==> config.mk <==
export PLATFORM = sky130hd
export DESIGN_NAME = edge_normalized_smoothing_filter_core_flat
export DESIGN_NICKNAME = d
export VERILOG_FILES = /design/src/rtl/core/enwsf_pkg.sv /design/src/rtl/core/enwsf_if.sv /design/src/rtl/core/enwsf_div.sv /design/src/rtl/core/enwsf_datapath.sv /design/src/rtl/core/enwsf_ctrl.sv /design/src/rtl/core/edge_normalized_smoothing_filter_core.sv /design/src/flat_wrapper.sv
export SDC_FILE = /design/constraint.sdc
export NUM_CORES = 1
export LEC_CHECK = 0
export BUFFER_PORTS_ARGS = -buffer_cell sky130_fd_sc_hd__buf_2
export CAP_MARGIN = 20
export CORE_AREA = 4 4 192 194
export DETAILED_ROUTE_END_ITERATION = 10
export DIE_AREA = 0 0 196 198
export PLACE_DENSITY_LB_ADDON = 0.08
export SYNTH_ARGS = -nofsm -noshare
export SYNTH_HDL_FRONTEND = slang
export SYNTH_SLANG_ARGS = --single-unit
export TNS_END_PERCENT = 20
==> constraint.sdc <==
create_clock -name clk -period 8.53 [get_ports clk]
set_input_delay 0.853 -clock clk [delete_from_list [all_inputs] [get_ports clk]]
set_output_delay 0.853 -clock clk [all_outputs]
set_load 0.01 [all_outputs]
==> src/rtl/core/enwsf_pkg.sv <==
// types, constants and weights shared by the edge normalised smoothing filter
// no dependencies
`timescale 1ns / 1ps
`default_nettype none

package enwsf_pkg;

  localparam int SAMPLE_BITS_DEF = 16;
  localparam int WIN_SHIFT       = 5;
  localparam int ACC_GROWTH      = 5;
  localparam int WSUM_BITS       = 6;
  localparam int TAP_COUNT       = 5;
  localparam int WIN_LEN         = 7;
  localparam int MODE_BITS       = 2;

  localparam logic [MODE_BITS-1:0] MODE_PASS = 2'd0;
  localparam logic [MODE_BITS-1:0] MODE_TRI  = 2'd1;
  localparam logic [MODE_BITS-1:0] MODE_W5   = 2'd2;
  localparam logic [MODE_BITS-1:0] MODE_RST  = MODE_W5;

  localparam logic [4:0] TAP_WEIGHT [TAP_COUNT] = '{5'd3, 5'd7, 5'd12, 5'd7, 5'd3};

  typedef struct packed {
    logic load;
    logic calc;
    logic div_go;
    logic emit;
  } cmd_t;

  typedef struct packed {
    logic has_res;
    logic need_div;
    logic div_done;
    logic div_busy;
    logic out_free;
    logic final_res;
  } stat_t;

endpackage

`default_nettype wire

==> src/rtl/core/enwsf_if.sv <==
// valid/ready channels for input samples and smoothed results
// no dependencies
`timescale 1ns / 1ps
`default_nettype none

interface enwsf_in_if #(parameter int SAMPLE_BITS = 16);
  logic                          valid;
  logic                          ready;
  logic signed [SAMPLE_BITS-1:0] sample;
  logic                          last_in;

  modport source (output valid, output sample, output last_in, input ready);
  modport sink (input valid, input sample, input last_in, output ready);
endinterface

interface enwsf_out_if #(parameter int SAMPLE_BITS = 16);
  logic                          valid;
  logic                          ready;
  logic signed [SAMPLE_BITS-1:0] smoothed;
  logic                          last_out;

  modport source (output valid, output smoothed, output last_out, input ready);
  modport sink (input valid, input smoothed, input last_out, output ready);
endinterface

`default_nettype wire

==> src/rtl/core/enwsf_div.sv <==
// restoring divider, one quotient bit per cycle, unsigned magnitudes
// depends on enwsf_pkg
`timescale 1ns / 1ps
`default_nettype none

module enwsf_div #(
  parameter int DIVIDEND_BITS = enwsf_pkg::SAMPLE_BITS_DEF + enwsf_pkg::ACC_GROWTH
) (
  input  wire logic                               clk,
  input  wire logic                               rst,
  input  wire logic                               start,
  input  wire logic [DIVIDEND_BITS-1:0]           dividend,
  input  wire logic [enwsf_pkg::WSUM_BITS-1:0]    divisor,
  output logic      [DIVIDEND_BITS-1:0]           quot,
  output logic                                    busy,
  output logic                                    done
);
  import enwsf_pkg::*;

  localparam int CW = $clog2(DIVIDEND_BITS + 1);

  logic [DIVIDEND_BITS-1:0] qr;
  logic [WSUM_BITS-1:0]     rem;
  logic [CW-1:0]            cnt;
  logic [WSUM_BITS:0]       trial;
  logic [WSUM_BITS:0]       diff;
  logic                     ge;

  always_comb begin
    trial = {rem, qr[DIVIDEND_BITS-1]};
    ge    = trial >= {1'b0, divisor};
    diff  = trial - {1'b0, divisor};
  end

  always_ff @(posedge clk) begin
    if (rst) begin
      busy <= 1'b0;
      done <= 1'b0;
      cnt  <= '0;
    end else begin
      done <= 1'b0;
      if (start) begin
        busy <= 1'b1;
        cnt  <= '0;
      end else if (busy) begin
        cnt <= cnt + 1'b1;
        if (cnt == CW'(DIVIDEND_BITS - 1)) begin
          busy <= 1'b0;
          done <= 1'b1;
        end
      end
    end
  end

  always_ff @(posedge clk) begin
    if (start) begin
      qr  <= dividend;
      rem <= '0;
    end else if (busy) begin
      rem <= ge ? diff[WSUM_BITS-1:0] : trial[WSUM_BITS-1:0];
      qr  <= {qr[DIVIDEND_BITS-2:0], ge};
    end
  end

  assign quot = qr;

endmodule

`default_nettype wire

==> src/rtl/core/enwsf_datapath.sv <==
// history, window, tap arithmetic, edge divider and output register
// depends on enwsf_pkg and enwsf_div
`timescale 1ns / 1ps
`default_nettype none

module enwsf_datapath #(
  parameter int SAMPLE_BITS = enwsf_pkg::SAMPLE_BITS_DEF
) (
  input  wire logic                              clk,
  input  wire logic                              rst,
  input  wire enwsf_pkg::cmd_t                   cmd,
  output enwsf_pkg::stat_t                       stat,
  input  wire logic                              cfg_we,
  input  wire logic [enwsf_pkg::MODE_BITS-1:0]   cfg_wdata,
  input  wire logic signed [SAMPLE_BITS-1:0]     in_sample,
  input  wire logic                              in_last,
  input  wire logic                              out_ready,
  output logic                                   out_valid,
  output logic signed [SAMPLE_BITS-1:0]          out_smoothed,
  output logic                                   out_last
);
  import enwsf_pkg::*;

  localparam int ACCW = SAMPLE_BITS + ACC_GROWTH;
  localparam int TRIW = SAMPLE_BITS + 2;

  logic [MODE_BITS-1:0]          mode;
  logic signed [SAMPLE_BITS-1:0] hist [4];
  logic [2:0]                    run_pos;

  logic signed [SAMPLE_BITS-1:0] win [WIN_LEN];
  logic [WIN_LEN-1:0]            have;
  logic [1:0]                    j;
  logic                          last_q;

  logic signed [SAMPLE_BITS-1:0] tap [TAP_COUNT];
  logic [TAP_COUNT-1:0]          tap_have;
  logic signed [ACCW-1:0]        prod [TAP_COUNT];
  logic signed [ACCW-1:0]        acc_c;
  logic [WSUM_BITS-1:0]          wsum_c;
  logic                          full;
  logic signed [ACCW-1:0]        acc_sh;
  logic signed [TRIW-1:0]        tri_sum;
  logic signed [TRIW-1:0]        tri_sh;
  logic signed [SAMPLE_BITS-1:0] res_c;
  logic [2:0]                    first_c;

  logic signed [ACCW-1:0]        acc_q;
  logic [WSUM_BITS-1:0]          wsum_q;
  logic signed [SAMPLE_BITS-1:0] res;
  logic                          use_div;
  logic                          neg_q;
  logic [ACCW-1:0]               mag;
  logic [ACCW-1:0]               quot;
  logic [ACCW-1:0]               quot_s;
  logic                          div_busy;
  logic                          div_done;

  // configuration
  always_ff @(posedge clk) begin
    if (rst) begin
      mode <= MODE_RST;
    end else if (cfg_we) begin
      mode <= cfg_wdata;
    end
  end

  // history and run position
  always_ff @(posedge clk) begin
    if (rst) begin
      for (int k = 0; k < 4; k++) begin
        hist[k] <= '0;
      end
      run_pos <= '0;
    end else if (cmd.load) begin
      if (in_last) begin
        for (int k = 0; k < 4; k++) begin
          hist[k] <= '0;
        end
        run_pos <= '0;
      end else begin
        hist[0] <= in_sample;
        for (int k = 1; k < 4; k++) begin
          hist[k] <= hist[k-1];
        end
        if (run_pos < 3'd4) begin
          run_pos <= run_pos + 3'd1;
        end
      end
    end
  end

  assign first_c = 3'd2 - run_pos;

  // window snapshot
  always_ff @(posedge clk) begin
    if (cmd.load) begin
      for (int k = 0; k < 4; k++) begin
        win[k] <= hist[3-k];
      end
      win[4] <= in_sample;
      win[5] <= '0;
      win[6] <= '0;
      for (int k = 0; k < WIN_LEN; k++) begin
        have[k] <= (k < TAP_COUNT) && (({1'b0, run_pos} + 4'(k)) >= 4'd4);
      end
      last_q <= in_last;
      j      <= (run_pos >= 3'd2) ? 2'd0 : first_c[1:0];
    end else if (cmd.emit) begin
      j <= j + 2'd1;
    end
  end

  // taps of the current window
  always_comb begin
    for (int k = 0; k < TAP_COUNT; k++) begin
      tap[k]      = win[3'(j) + 3'(k)];
      tap_have[k] = have[3'(j) + 3'(k)];
      prod[k]     = tap_have[k] ? (ACCW'(tap[k]) * signed'(ACCW'(TAP_WEIGHT[k]))) : '0;
    end
    acc_c  = '0;
    wsum_c = '0;
    for (int k = 0; k < TAP_COUNT; k++) begin
      acc_c  = acc_c + prod[k];
      wsum_c = wsum_c + (tap_have[k] ? WSUM_BITS'(TAP_WEIGHT[k]) : '0);
    end
    full    = &tap_have;
    acc_sh  = acc_c >>> WIN_SHIFT;
    tri_sum = TRIW'(tap[1]) + (TRIW'(tap[2]) <<< 1) + TRIW'(tap[3]);
    tri_sh  = tri_sum >>> 2;
    case (mode)
      MODE_W5: begin
        res_c = acc_sh[SAMPLE_BITS-1:0];
      end
      MODE_TRI: begin
        res_c = (tap_have[1] && tap_have[3]) ? tri_sh[SAMPLE_BITS-1:0] : tap[2];
      end
      default: begin
        res_c = tap[2];
      end
    endcase
  end

  always_ff @(posedge clk) begin
    if (cmd.calc) begin
      res     <= res_c;
      use_div <= (mode == MODE_W5) && !full;
      acc_q   <= acc_c;
      wsum_q  <= wsum_c;
    end
  end

  // edge normalisation: sign and magnitude around the divider
  assign neg_q = acc_q[ACCW-1];
  assign mag   = neg_q ? ACCW'(-acc_q) : ACCW'(acc_q);

  enwsf_div #(
    .DIVIDEND_BITS (ACCW)
  ) u_div (
    .clk      (clk),
    .rst      (rst),
    .start    (cmd.div_go),
    .dividend (mag),
    .divisor  (wsum_q),
    .quot     (quot),
    .busy     (div_busy),
    .done     (div_done)
  );

  assign quot_s = neg_q ? (~quot + 1'b1) : quot;

  // output register
  always_ff @(posedge clk) begin
    if (rst) begin
      out_valid <= 1'b0;
    end else if (cmd.emit) begin
      out_valid <= 1'b1;
    end else if (out_ready) begin
      out_valid <= 1'b0;
    end
  end

  always_ff @(posedge clk) begin
    if (cmd.emit) begin
      out_smoothed <= use_div ? signed'(quot_s[SAMPLE_BITS-1:0]) : res;
      out_last     <= last_q && (j == 2'd2);
    end
  end

  always_comb begin
    stat.has_res   = in_last || (run_pos >= 3'd2);
    stat.need_div  = (mode == MODE_W5) && !full;
    stat.div_done  = div_done;
    stat.div_busy  = div_busy;
    stat.out_free  = !out_valid || out_ready;
    stat.final_res = !last_q || (j == 2'd2);
  end

endmodule

`default_nettype wire

==> src/rtl/core/enwsf_ctrl.sv <==
// controller: sequences load, tap sum, edge division and output per result
// depends on enwsf_pkg
`timescale 1ns / 1ps
`default_nettype none

module enwsf_ctrl (
  input  wire logic              clk,
  input  wire logic              rst,
  input  wire logic              in_valid,
  output logic                   in_ready,
  output enwsf_pkg::cmd_t        cmd,
  input  wire enwsf_pkg::stat_t  stat
);
  import enwsf_pkg::*;

  localparam logic [2:0] S_IDLE = 3'd0;
  localparam logic [2:0] S_CALC = 3'd1;
  localparam logic [2:0] S_DLD  = 3'd2;
  localparam logic [2:0] S_DIV  = 3'd3;
  localparam logic [2:0] S_OUT  = 3'd4;

  logic [2:0] state;
  logic [2:0] state_next;

  always_ff @(posedge clk) begin
    if (rst) begin
      state <= S_IDLE;
    end else begin
      state <= state_next;
    end
  end

  always_comb begin
    state_next = state;
    cmd        = '0;
    in_ready   = 1'b0;
    case (state)
      S_IDLE: begin
        in_ready = 1'b1;
        if (in_valid) begin
          cmd.load = 1'b1;
          if (stat.has_res) begin
            state_next = S_CALC;
          end
        end
      end
      S_CALC: begin
        cmd.calc   = 1'b1;
        state_next = stat.need_div ? S_DLD : S_OUT;
      end
      S_DLD: begin
        cmd.div_go = 1'b1;
        state_next = S_DIV;
      end
      S_DIV: begin
        if (stat.div_done) begin
          state_next = S_OUT;
        end
      end
      S_OUT: begin
        if (stat.out_free) begin
          cmd.emit   = 1'b1;
          state_next = stat.final_res ? S_IDLE : S_CALC;
        end
      end
      default: begin
        state_next = S_IDLE;
      end
    endcase
  end

endmodule

`default_nettype wire

==> src/rtl/core/edge_normalized_smoothing_filter_core.sv <==
// sequence: each result of an accepted item passes S_CALC, then S_OUT, which
//   waits for a free output; S_DLD and S_DIV (divider) lie between them where
//   a run edge cuts a five-tap window; a new item is taken only in S_IDLE, once
//   the prior item's results are emitted; a last item gives up to 3 results
// reset: clears history, run position, output valid; mode returns to 2 (MODE_W5)
`timescale 1ns / 1ps
`default_nettype none

module edge_normalized_smoothing_filter_core #(
  parameter int SAMPLE_BITS = enwsf_pkg::SAMPLE_BITS_DEF
) (
  input  wire logic                            clk,
  input  wire logic                            rst,
  input  wire logic                            cfg_we,
  input  wire logic [enwsf_pkg::MODE_BITS-1:0] cfg_wdata,
  enwsf_in_if.sink                             in_ch,
  enwsf_out_if.source                          out_ch
);
  import enwsf_pkg::*;

  cmd_t  cmd;
  stat_t stat;

  enwsf_ctrl u_ctrl (
    .clk      (clk),
    .rst      (rst),
    .in_valid (in_ch.valid),
    .in_ready (in_ch.ready),
    .cmd      (cmd),
    .stat     (stat)
  );

  enwsf_datapath #(
    .SAMPLE_BITS (SAMPLE_BITS)
  ) u_dp (
    .clk          (clk),
    .rst          (rst),
    .cmd          (cmd),
    .stat         (stat),
    .cfg_we       (cfg_we),
    .cfg_wdata    (cfg_wdata),
    .in_sample    (in_ch.sample),
    .in_last      (in_ch.last_in),
    .out_ready    (out_ch.ready),
    .out_valid    (out_ch.valid),
    .out_smoothed (out_ch.smoothed),
    .out_last     (out_ch.last_out)
  );

`ifndef ASSERT_OFF
  a_emit_free: assert property (@(posedge clk) disable iff (rst)
    cmd.emit |-> (!out_ch.valid || out_ch.ready))
    else $error("result written over an item not yet taken");

  a_no_accept_div: assert property (@(posedge clk) disable iff (rst)
    stat.div_busy |-> !in_ch.ready)
    else $error("input ready during division");

  a_div_after_go: assert property (@(posedge clk) disable iff (rst)
    cmd.div_go |=> stat.div_busy)
    else $error("divider did not start");
`endif

endmodule

`default_nettype wire
==> src/flat_wrapper.sv <==
// flat-port wrapper written by rule: the top's interface ports become plain ports
module edge_normalized_smoothing_filter_core_flat import enwsf_pkg::*;
#(
  parameter int SAMPLE_BITS = enwsf_pkg::SAMPLE_BITS_DEF
)
  (clk, rst, cfg_we, cfg_wdata, in_ch_valid, in_ch_sample, in_ch_last_in, in_ch_ready, out_ch_valid, out_ch_smoothed, out_ch_last_out, out_ch_ready);
  enwsf_in_if #(.SAMPLE_BITS(SAMPLE_BITS)) in_ch_i ();
  enwsf_out_if #(.SAMPLE_BITS(SAMPLE_BITS)) out_ch_i ();
  input  wire logic clk;
  input  wire logic rst;
  input  wire logic cfg_we;
  input  wire logic [enwsf_pkg::MODE_BITS-1:0] cfg_wdata;
  input wire logic [$bits(in_ch_i.valid)-1:0] in_ch_valid;
  input wire logic [$bits(in_ch_i.sample)-1:0] in_ch_sample;
  input wire logic [$bits(in_ch_i.last_in)-1:0] in_ch_last_in;
  output wire logic [$bits(in_ch_i.ready)-1:0] in_ch_ready;
  output wire logic [$bits(out_ch_i.valid)-1:0] out_ch_valid;
  output wire logic [$bits(out_ch_i.smoothed)-1:0] out_ch_smoothed;
  output wire logic [$bits(out_ch_i.last_out)-1:0] out_ch_last_out;
  input wire logic [$bits(out_ch_i.ready)-1:0] out_ch_ready;
  assign in_ch_i.valid = in_ch_valid;
  assign in_ch_i.sample = in_ch_sample;
  assign in_ch_i.last_in = in_ch_last_in;
  assign in_ch_ready = in_ch_i.ready;
  assign out_ch_valid = out_ch_i.valid;
  assign out_ch_smoothed = out_ch_i.smoothed;
  assign out_ch_last_out = out_ch_i.last_out;
  assign out_ch_i.ready = out_ch_ready;
  edge_normalized_smoothing_filter_core #(.SAMPLE_BITS(SAMPLE_BITS)) u_core (.clk(clk), .rst(rst), .cfg_we(cfg_we), .cfg_wdata(cfg_wdata), .in_ch(in_ch_i), .out_ch(out_ch_i));
endmodule
# Word level (Yosys, flattened, before mapping)
# Memories as Yosys holds them, arrays and structs flattened. A register that Yosys moved wholly into a read port is not among the register bits.
# Index checks and enable logic that the tools add are counted.
# W data, S select, Z words.
# totals
memories	2
mem_bits_rw	176
register_bits	112
word_cells	178
input_bits	24
# op_classes
bitwise_logic	10
mul	5
reduce_logical	19
eq_ne	12
magnitude_cmp	13
n_addsub	25
muxes	74
# mem_list
name	words	width	read_ports	rd_ports_with_merged_regs	wr	line_no	text
u_core.u_dp.win	7	16	5	1	7	enwsf_datapath.sv:31	logic signed [SAMPLE_BITS-1:0] win [WIN_LEN];
u_core.u_dp.hist	4	16	4	0	4	enwsf_datapath.sv:28	logic signed [SAMPLE_BITS-1:0] hist [4];
# op_table
op	count
$mux W16	11
$mux W21	8
$add A21 B21 Y21	4
$mul A21 B2 Y21 const B	2
$mul A21 B3 Y21 const B	2
$pmux W16 S2	1
$mux W1	31
$mux W3	10
$mul A21 B2 Y19 const B	1
$neg A21 Y21	1
$add A16 B17 Y18	1
$add A18 B16 Y18	1
$add A16 B1 Y16 const B	1
$ge A4 B3 Y1 const B	4
$lt A3 B4 Y1 const B	4
$not A16 Y16	1
$pmux W3 S5	1
$bmux W1 S3	4
$mux W2	5
$add A3 B2 Y4 const B	2
$or A1 B1 Y1	8
$reduce_bool A2 Y1	4
$ge A7 B6 Y1	1
$add A2 B2 Y3 const B	2
other kinds (38)	48

# Logic depth before layout (Yosys ltp)
# Gate-level depths: netlist of the first run.
# logic_depth
word_depth	9
ltp_mapped	36
ltp_nobuf	31

# Modules after synthesis
# Synthesis of the first run repeated with hierarchy kept, for this count alone.
# unflattened
hier_cells	1970
hier_area_um2	20193.1
# modules_own_cells
module	cells_each	area_each_um2	seq_area_each_um2	n_inst
enwsf_datapath	1792	18198.7	6366.1	1
enwsf_div	150	1766.7	890.9	1
enwsf_ctrl	28	227.7	60.1	1

# Least setup slack after synthesis of the first run
# No wires, ideal clock.
# synth_path
kind	register to register
startpoint	register u_core.u_dp.j[1]
endpoint	register u_core.u_dp.res[14], data pin
stages_incl_launch_ff	34
arrival_time_ns	8.452
slack_ns	-0.185
cell_sequence	edfxtp_1 buf_2 buf_2 clkbuf_1 inv_1 ha_1 buf_2 inv_2 nand2_1 clkbuf_1 o22ai_1 fa_1 ha_1 a21o_1 a21o_1 a2111oi_0 o21a_1 nor3_1 a21o_1 a211oi_1 a2111oi_0 fa_1 fa_1 inv_1 fa_1 inv_1 ha_1 nor2b_1 o21ai_4 o311ai_2 o31a_1 a31oi_2 xnor2_1 a2111o_1
# synth_between
elab_chain_cells	9
word_cells_on_any_way	33
# synth_rtl
item	line_no	text
start: declaration	enwsf_datapath.sv:33	logic [1:0] j;
start signal: assignment	enwsf_datapath.sv:108	j <= (run_pos >= 3'd2) ? 2'd0 : first_c[1:0];
start signal: assignment	enwsf_datapath.sv:110	j <= j + 2'd1;
$add A2 B1 Y3	enwsf_datapath.sv:117, enwsf_datapath.sv:118	
$mem_v2 Z7 W16 / $bmux W1 S3 (equally long branches)	n/a	
$mul A21 B3 Y21 / $mux W1 (equally long branches)	enwsf_datapath.sv:119, enwsf_datapath.sv:118	
$mux W21	enwsf_datapath.sv:119	prod[k] = tap_have[k] ? (ACCW'(tap[k]) * signed'(ACCW'(TAP_WEIGHT[k]))) : '0;
$add A21 B21 Y21 (3 in series)	enwsf_datapath.sv:124	acc_c = acc_c + prod[k];
$add A21 B21 Y21 *	enwsf_datapath.sv:124	
net u_core.u_dp.acc_c[19]	enwsf_datapath.sv:39	logic signed [ACCW-1:0] acc_c;
$pmux W16 S2 *	enwsf_datapath.sv:131	case (mode)
net u_core.u_dp.res_c[14]	enwsf_datapath.sv:45	logic signed [SAMPLE_BITS-1:0] res_c;
end signal: assignment	enwsf_datapath.sv:146	res <= res_c;
end: declaration	enwsf_datapath.sv:50	logic signed [SAMPLE_BITS-1:0] res;
# The timed path passes the listed nets; every way through them passes the cells marked *. The select of a mux whose other input is x is not followed.
# A chain may end at the register's enable or synchronous reset.

# Final worst setup path of the first run
# layout_path
startpoint	register u_core.u_dp.j[0]
endpoint	register u_core.u_dp.res[14], data pin
# The elaborated chain is that of the path after synthesis.

==> results.py, run 1 <==
metrics = {
    "run_status": {
        "outcome": "completed",
    },
    "yosys": {
        "netlist_top_cells_count": "edfxtp_1 (217), nor2_1 (189), inv_1 (142), ha_1 (139), nand2_1 (138)",
        "synth_edf_count": 217,
        "synth_top_area_share_pct": 32.4,
        "yosysWarnings": 0,
        "avgSynthCellArea_um2": 10.2,
        "async_flop_share_pct": 0,
        "ys_ff_latch": 257,
        "synth.net_count": 2253,
        "synthTopCellsByArea": "edfxtp_1 (32%), fa_1 (11%), ha_1 (8.7%)",
        "synth-main-ff-cell": "edfxtp_1",
        "syn_inst": 1977,
        "synth_top_area_cell": "edfxtp_1",
        "yosysMostFrequentCell": "edfxtp_1",
        "yosysSeqAreaShare_pct": 36.4,
        "ys_types": 83,
        "post_synth_instance_area_um2": 20100,
    },
    "setup_path": {
        "ff2ff_setup_slack_ns": 0.48,
        "crit_path_start_kind": "register",
        "worstSetupPathType": "register to register",
        "worstPathMaxFanout": 85,
        "worst_setup_path_end_kind": "register",
        "worstPathArrival_ns": 8.33,
        "worstPathRequired_ns": 8.81,
    },
    "final_layout": {
        "nNetsFinal": 2292,
        "drive_gt1_share_pct": 9.47,
        "antennaDiodeCount": 0,
        "areaGrowthSynthToFinish_pct": 8.63,
        "final_cells": 2498,
        "fill_cells": 2935,
    },
    "die": {
        "rows": 69,
        "die_area_um2": 38800,
        "initial_core_util_pct": 57.1,
        "coreArea_um2": 35200,
        "io_pins": 43,
        "die_y_um": 198,
        "die_w_um": 196,
    },
    "placement": {
        "finalWeightedCongestion": 0.901,
        "place_inst": 2447,
        "port_buffers": 42,
        "dp_hpwl_um": 38200,
    },
    "clock_network": {
        "path_clk_slew_ns": 0.06,
        "clk_root_buffer_cell": "clkbuf_16",
        "clk_latency_ns": 0.56,
        "cts_tree": "yes",
        "cts.sinks": 257,
        "numCtsBuffers": 27,
        "clockBufferDepth": 3,
        "cts-hold-fix-buffers": 0,
        "h-tree-depth": 1,
    },
    "routing": {
        "route.detailed.drc": 0,
        "viasPerCell": 5.85,
        "wire_per_inst_um": 18.8,
        "ant_nets": 0,
        "drt_pass1_iterations": 5,
        "dr_total_vias": 14600,
        "drt_wl_total_um": 47100,
        "drtIter0Drc": 967,
    },
    "min_path": {
        "holdCritPathClass": "register to register",
    },
    "grt": {
        "grt_pass1_vias": 14800,
        "antenna_found_initial": 0,
        "grt_pass1_wl_um": 75500,
        "grt_usage_pct": 24.0,
        "grt_max_degree": 86,
        "overflow": 0,
    },
    "sta": {
        "tns_ns": 0,
        "final_hold_viol_count": 0,
        "rsz0062_at_grt": "no",
        "fmax_ghz": 0.124,
        "slew-limit-headroom_pct": 24.1,
        "skew_ns": 0.0291,
        "final.period_utilization_pct": 94.3,
        "slew_viol_final": 0,
        "finalCriticalPeriod_ns": 8.05,
        "worstMarginPinSlew_ns": 1.13,
        "finalSetupViolCount": 0,
    },
    "pwr": {
        "vdd_drop_max_v": 0.000195,
        "p_per_area_nw_per_um2": 418,
        "p_leak_nw": 9.31,
    },
    "run": {
        "drv_cap": 0,
    },
}
-- power by group --
group	internal, mW	switching, mW	total (mW)
combinational	2.55	3.54	6.09
sequential	1.79	0.135	1.93
clock	0.626	0.476	1.10
total	4.96	4.15	9.12
-- metrics by stage --
step | setup slack, ns | hold WS, ns | total power [mW] | util, % | area [um^2]
6_report | 0.484 | 0.416 | 9.12 | 62.0 | 21800
5_1_grt | 0.0701 | 0.429 | 9.97 | 62.0 | 21800
2_1_floorplan | 0.140 | 0.400 | 6.61 | - | 20100
3_3_place_gp | 0.415 | 0.400 | 7.87 | 59.5 | 20900
4_1_cts | 0.211 | 0.420 | 9.11 | 61.9 | 21800
3_5_place_dp | 0.246 | 0.406 | 7.97 | 59.6 | 21000
-- routing by layer --
metal | wire, um | vias to the layer above | global-route usage (%)
met5 | 0 | - | 0
met4 | 1180 | 0 | 6.52
met3 | 2310 | 64 | 3.03
met2 | 22200 | 338 | 40.6
met1 | 21400 | 7063 | 33.1
li1 | - | 7136 | -
-- layout by cell type, fill, tap and decap left out, types with 63 or more instances in the layout --
cell type	synthesis	routed
o21ai_0	102	102
xor2_1	63	63
inv_1	142	141
nor2_1	189	188
nand2_1	138	138
ha_1	139	139
a21oi_1	122	122
fa_1	113	113
and2_1	92	92
edfxtp_1	217	217
-- state kept, by name, summed over array words and instances (netlist names), 5 cells and up, named ones only --
| register | count |
|---|---|
| u_core.u_dp.out_smoothed | 16 |
| u_core.u_dp.wsum_q | 6 |
| u_core.u_dp.win | 80 |
| u_core.u_dp.hist | 64 |
| u_core.u_dp.acc_q | 21 |
| u_core.u_dp.u_div.cnt | 5 |
| u_core.u_dp.u_div.rem | 6 |
| u_core.u_dp.res | 16 |
| u_core.u_dp.u_div.quot | 21 |
-- critical path, stage by stage (launching register included) --
cell and delay (ns):
edfxtp_1 0.44, buf_12 0.26, ha_1 0.28, buf_4 0.24
nand2b_1 0.25, o32ai_1 0.49, fa_1 0.60, ha_1 0.32
a21o_1 0.16, a21o_1 0.21, a2111oi_0 0.72, nor2_1 0.09
a21o_1 0.21, xnor2_1 0.13, nor2_1 0.07, fa_1 0.49
inv_1 0.06, fa_1 0.52, inv_1 0.04, ha_1 0.35
and2_1 0.16, a221o_1 0.30, a21oi_2 0.20, o311ai_2 0.16
o31a_1 0.31, a31oi_2 0.20, xnor2_1 0.11, a2111o_1 0.37
-- layout make-up --
class	count	area [um^2]	share of cell area, %
Sequential cell	257	7320	33.5
Inverter	147	553	2.53
Timing Repair Buffer	84	548	2.51
Multi-Input combinational cell	1499	12000	55.0
Clock buffer	37	723	3.31
Tap cell	461	577	2.64
Clock inverter	13	101	0.464
-- kinds of logic after synthesis --
| kind of cell | Yosys count | synth area share, % |
|---|---|---|
| AOI/OAI and AO/OA | 456 | 14.7 |
| xor gates and xnor gates | 114 | 4.97 |
| adders and majority gates | 252 | 19.9 |
| buffers and inverters | 221 | 4.19 |
| DFF | 257 | 36.4 |
| muxes | 84 | 5.48 |
| and+or+nand+nor | 593 | 14.3 |
-- what timing repair did --
item / 4_1_cts / 5_1_grt
setup buffers: 0 / 0
resized for setup: 0 / 4
endpoints found under the setup margin: 0 / 1
-- path summary, 6_finish.rpt --
kind,start,to,cells after the start
worst max-delay path,u_core.u_dp.j[0],u_core.u_dp.res[14],27
worst min-delay path,u_core.u_dp.hist[3][9],u_core.u_dp.win[0][9],0
worst max register to register,u_core.u_dp.j[0],u_core.u_dp.res[14],27
worst min register to register,u_core.u_dp.hist[3][9],u_core.u_dp.win[0][9],0
Note: power is estimated with default switching activity, not from simulation.
==> run 2: changes to the inputs <==
--- a/config.mk
+++ b/config.mk
@@ -7,9 +7,9 @@
 export LEC_CHECK = 0
 export BUFFER_PORTS_ARGS = -buffer_cell sky130_fd_sc_hd__buf_2
 export CAP_MARGIN = 20
-export CORE_AREA = 4 4 192 194
+export CORE_AREA = 4 4 228 163
 export DETAILED_ROUTE_END_ITERATION = 10
-export DIE_AREA = 0 0 196 198
+export DIE_AREA = 0 0 232 167
 export PLACE_DENSITY_LB_ADDON = 0.08
 export SYNTH_ARGS = -nofsm -noshare
 export SYNTH_HDL_FRONTEND = slang
==> run 2 against run 1 <==
Net effect:
- sequential cell count did not move
- highest routed layer unchanged
- clock skew is 0.0090 ns lower
- combinational power is 2% higher
==> results.py, run 2 (synthesis results as in run 1) <==
metrics = {
    "clock_network": {
        "cts_resized": 0,
        "cts_tree": "yes",
        "h-tree-depth": 1,
        "cts-hold-fix-buffers": 0,
        "post_cts_buffers": 0,
        "clockBufferDepth": 3,
        "clk_root_buffer_cell": "clkbuf_16",
        "path_clk_slew_ns": 0.06,
        "clk_latency_ns": 0.56,
        "cts.sinks": 257,
        "numCtsBuffers": 25,
    },
    "setup_path": {
        "slowest_delay_ns": 0.53,
        "rr_endpoint": "u_core.u_dp.res[14]",
        "crit_family": "adder cells",
        "path_common_cell": "fa_1",
        "reg2reg_depth": 30,
        "worst_setup_path_end_kind": "register",
        "worstPathArrival_ns": 8.37,
        "path_buf_inv": 4,
        "ff2ff_setup_slack_ns": 0.45,
        "worstPathMaxFanout": 85,
        "r2r-start": "u_core.u_dp.j[0]",
        "crit_path_start_kind": "register",
        "worstSetupPathType": "register to register",
        "cp_slowest_cell": "fa_1",
        "worstPathRequired_ns": 8.82,
    },
    "sta": {
        "skew_ns": 0.0202,
        "finalSetupViolCount": 0,
        "worstMarginPinSlew_ns": 1.08,
        "fin_ws_ns": 0.452,
        "final.period_utilization_pct": 94.7,
        "slew-limit-headroom_pct": 27.0,
        "fmax_ghz": 0.124,
        "slew_viol_final": 0,
        "hold_ws_ns": 0.420,
        "finalCriticalPeriod_ns": 8.08,
        "tns_ns": 0,
        "final_hold_viol_count": 0,
    },
    "final_layout": {
        "final_cells": 2506,
        "fill_cells": 2874,
        "largest_register_ffs": 80,
        "postLayoutCellArea_um2": 22000,
        "drive_gt1_share_pct": 9.89,
        "largest-register": "u_core.u_dp.win",
        "layout_common_cells": "edfxtp_1 (217), nor2_1 (188), inv_1 (141), ha_1 (138), nand2_1 (137)",
        "reg_top3": "u_core.u_dp.win x80, u_core.u_dp.hist x64",
        "areaGrowthSynthToFinish_pct": 9.50,
        "layout_commonest_cell": "edfxtp_1",
        "nNetsFinal": 2290,
    },
    "placement": {
        "port_buffers": 42,
        "place_inst": 2455,
        "dpl_cell_area_um2": 21000,
        "pre_cts_ws_ns": 0.266,
        "dp_hpwl_um": 39300,
        "finalWeightedCongestion": 0.931,
    },
    "grt": {
        "antenna_found_initial": 0,
        "grt_usage_pct": 26.1,
        "grt_max_degree": 86,
        "overflow": 0,
        "grt_pass1_wl_um": 80800,
        "grt_pass1_vias": 14700,
    },
    "die": {
        "initial_core_util_pct": 58.0,
        "io_pins": 43,
        "die_w_um": 232,
        "die_y_um": 167,
        "coreArea_um2": 34700,
        "rows": 57,
        "die_area_um2": 38700,
    },
    "pwr": {
        "p_per_area_nw_per_um2": 426,
        "vdd_drop_max_v": 0.000343,
        "p_leak_nw": 9.35,
    },
    "run_status": {
        "outcome": "completed",
    },
    "routing": {
        "drt_wl_total_um": 49900,
        "dr_total_vias": 15000,
        "route.detailed.drc": 0,
        "drtIter0Drc": 1228,
        "ant_nets": 0,
        "wire_per_inst_um": 19.9,
        "viasPerCell": 5.99,
        "drt_pass1_iterations": 7,
    },
    "min_path": {
        "hp-start": "u_core.u_dp.hist[3][13]",
        "hold_depth": 0,
        "holdCritPathClass": "register to register",
        "hold_path_end": "u_core.u_dp.win[0][13]",
    },
    "run": {
        "drv_cap": 0,
    },
}
[run 2: changes by cell type in the layout (fill, tap and decap cells not counted), sizes merged]
cell,change
buf,-1
inv,-2
clkinvlp,+1
clkinv,-2
diode,+1
bufinv,+5
clkbuf,-5
[run 2: worst max path at each step]
stage / end / start / slack [ns] / cells past startpoint
global placement: u_core.u_dp.res[14] / u_core.u_dp.j[0] / 0.35 / 26
finish: u_core.u_dp.res[14] / u_core.u_dp.j[0] / 0.45 / 30
global route: u_core.u_dp.res[15] / u_core.u_dp.j[0] / -0.06 / 27
CTS: u_core.u_dp.res[14] / u_core.u_dp.j[0] / 0.24 / 28
detailed placement: u_core.u_dp.res[14] / u_core.u_dp.j[0] / 0.27 / 28
floorplan: u_core.u_dp.res[14] / u_core.u_dp.j[1] / 0.14 / 33
[run 2: layout make-up]
class                           count  area (um^2)  area share (%)
Clock buffer                       31          658            2.99
Inverter                          147          553            2.51
Sequential cell                   257         7320            33.2
Antenna cell                        1         2.50          0.0114
Timing Repair Buffer               84          582            2.64
Multi-Input combinational cell   1499        12100            54.8
Tap cell                          472          591            2.68
Clock inverter                     15          236            1.07
[run 2: routing by layer]
layer  vias to the layer above  wire (um)  track usage, %
met2                       438      22200            40.5
met3                        65       3250            3.38
met4                         0       1020            5.12
met5                         -          0               0
li1                       7145          -               -
met1                      7364      23500            39.7
[run 2: report_power, final]
| group | internal, mW | switching [mW] |
|---|---|---|
| Sequential | 1.79 | 0.144 |
| Combinational | 2.56 | 3.67 |
| Clock | 0.732 | 0.483 |
| Total | 5.08 | 4.30 |
[run 2: per-stage QoR]
stage	util, %	power, mW
2_1_floorplan	-	6.61
3_3_place_gp	60.5	7.96
3_5_place_dp	60.5	8.05
4_1_cts	63.1	9.31
5_1_grt	63.5	10.3
6_report	63.5	9.39
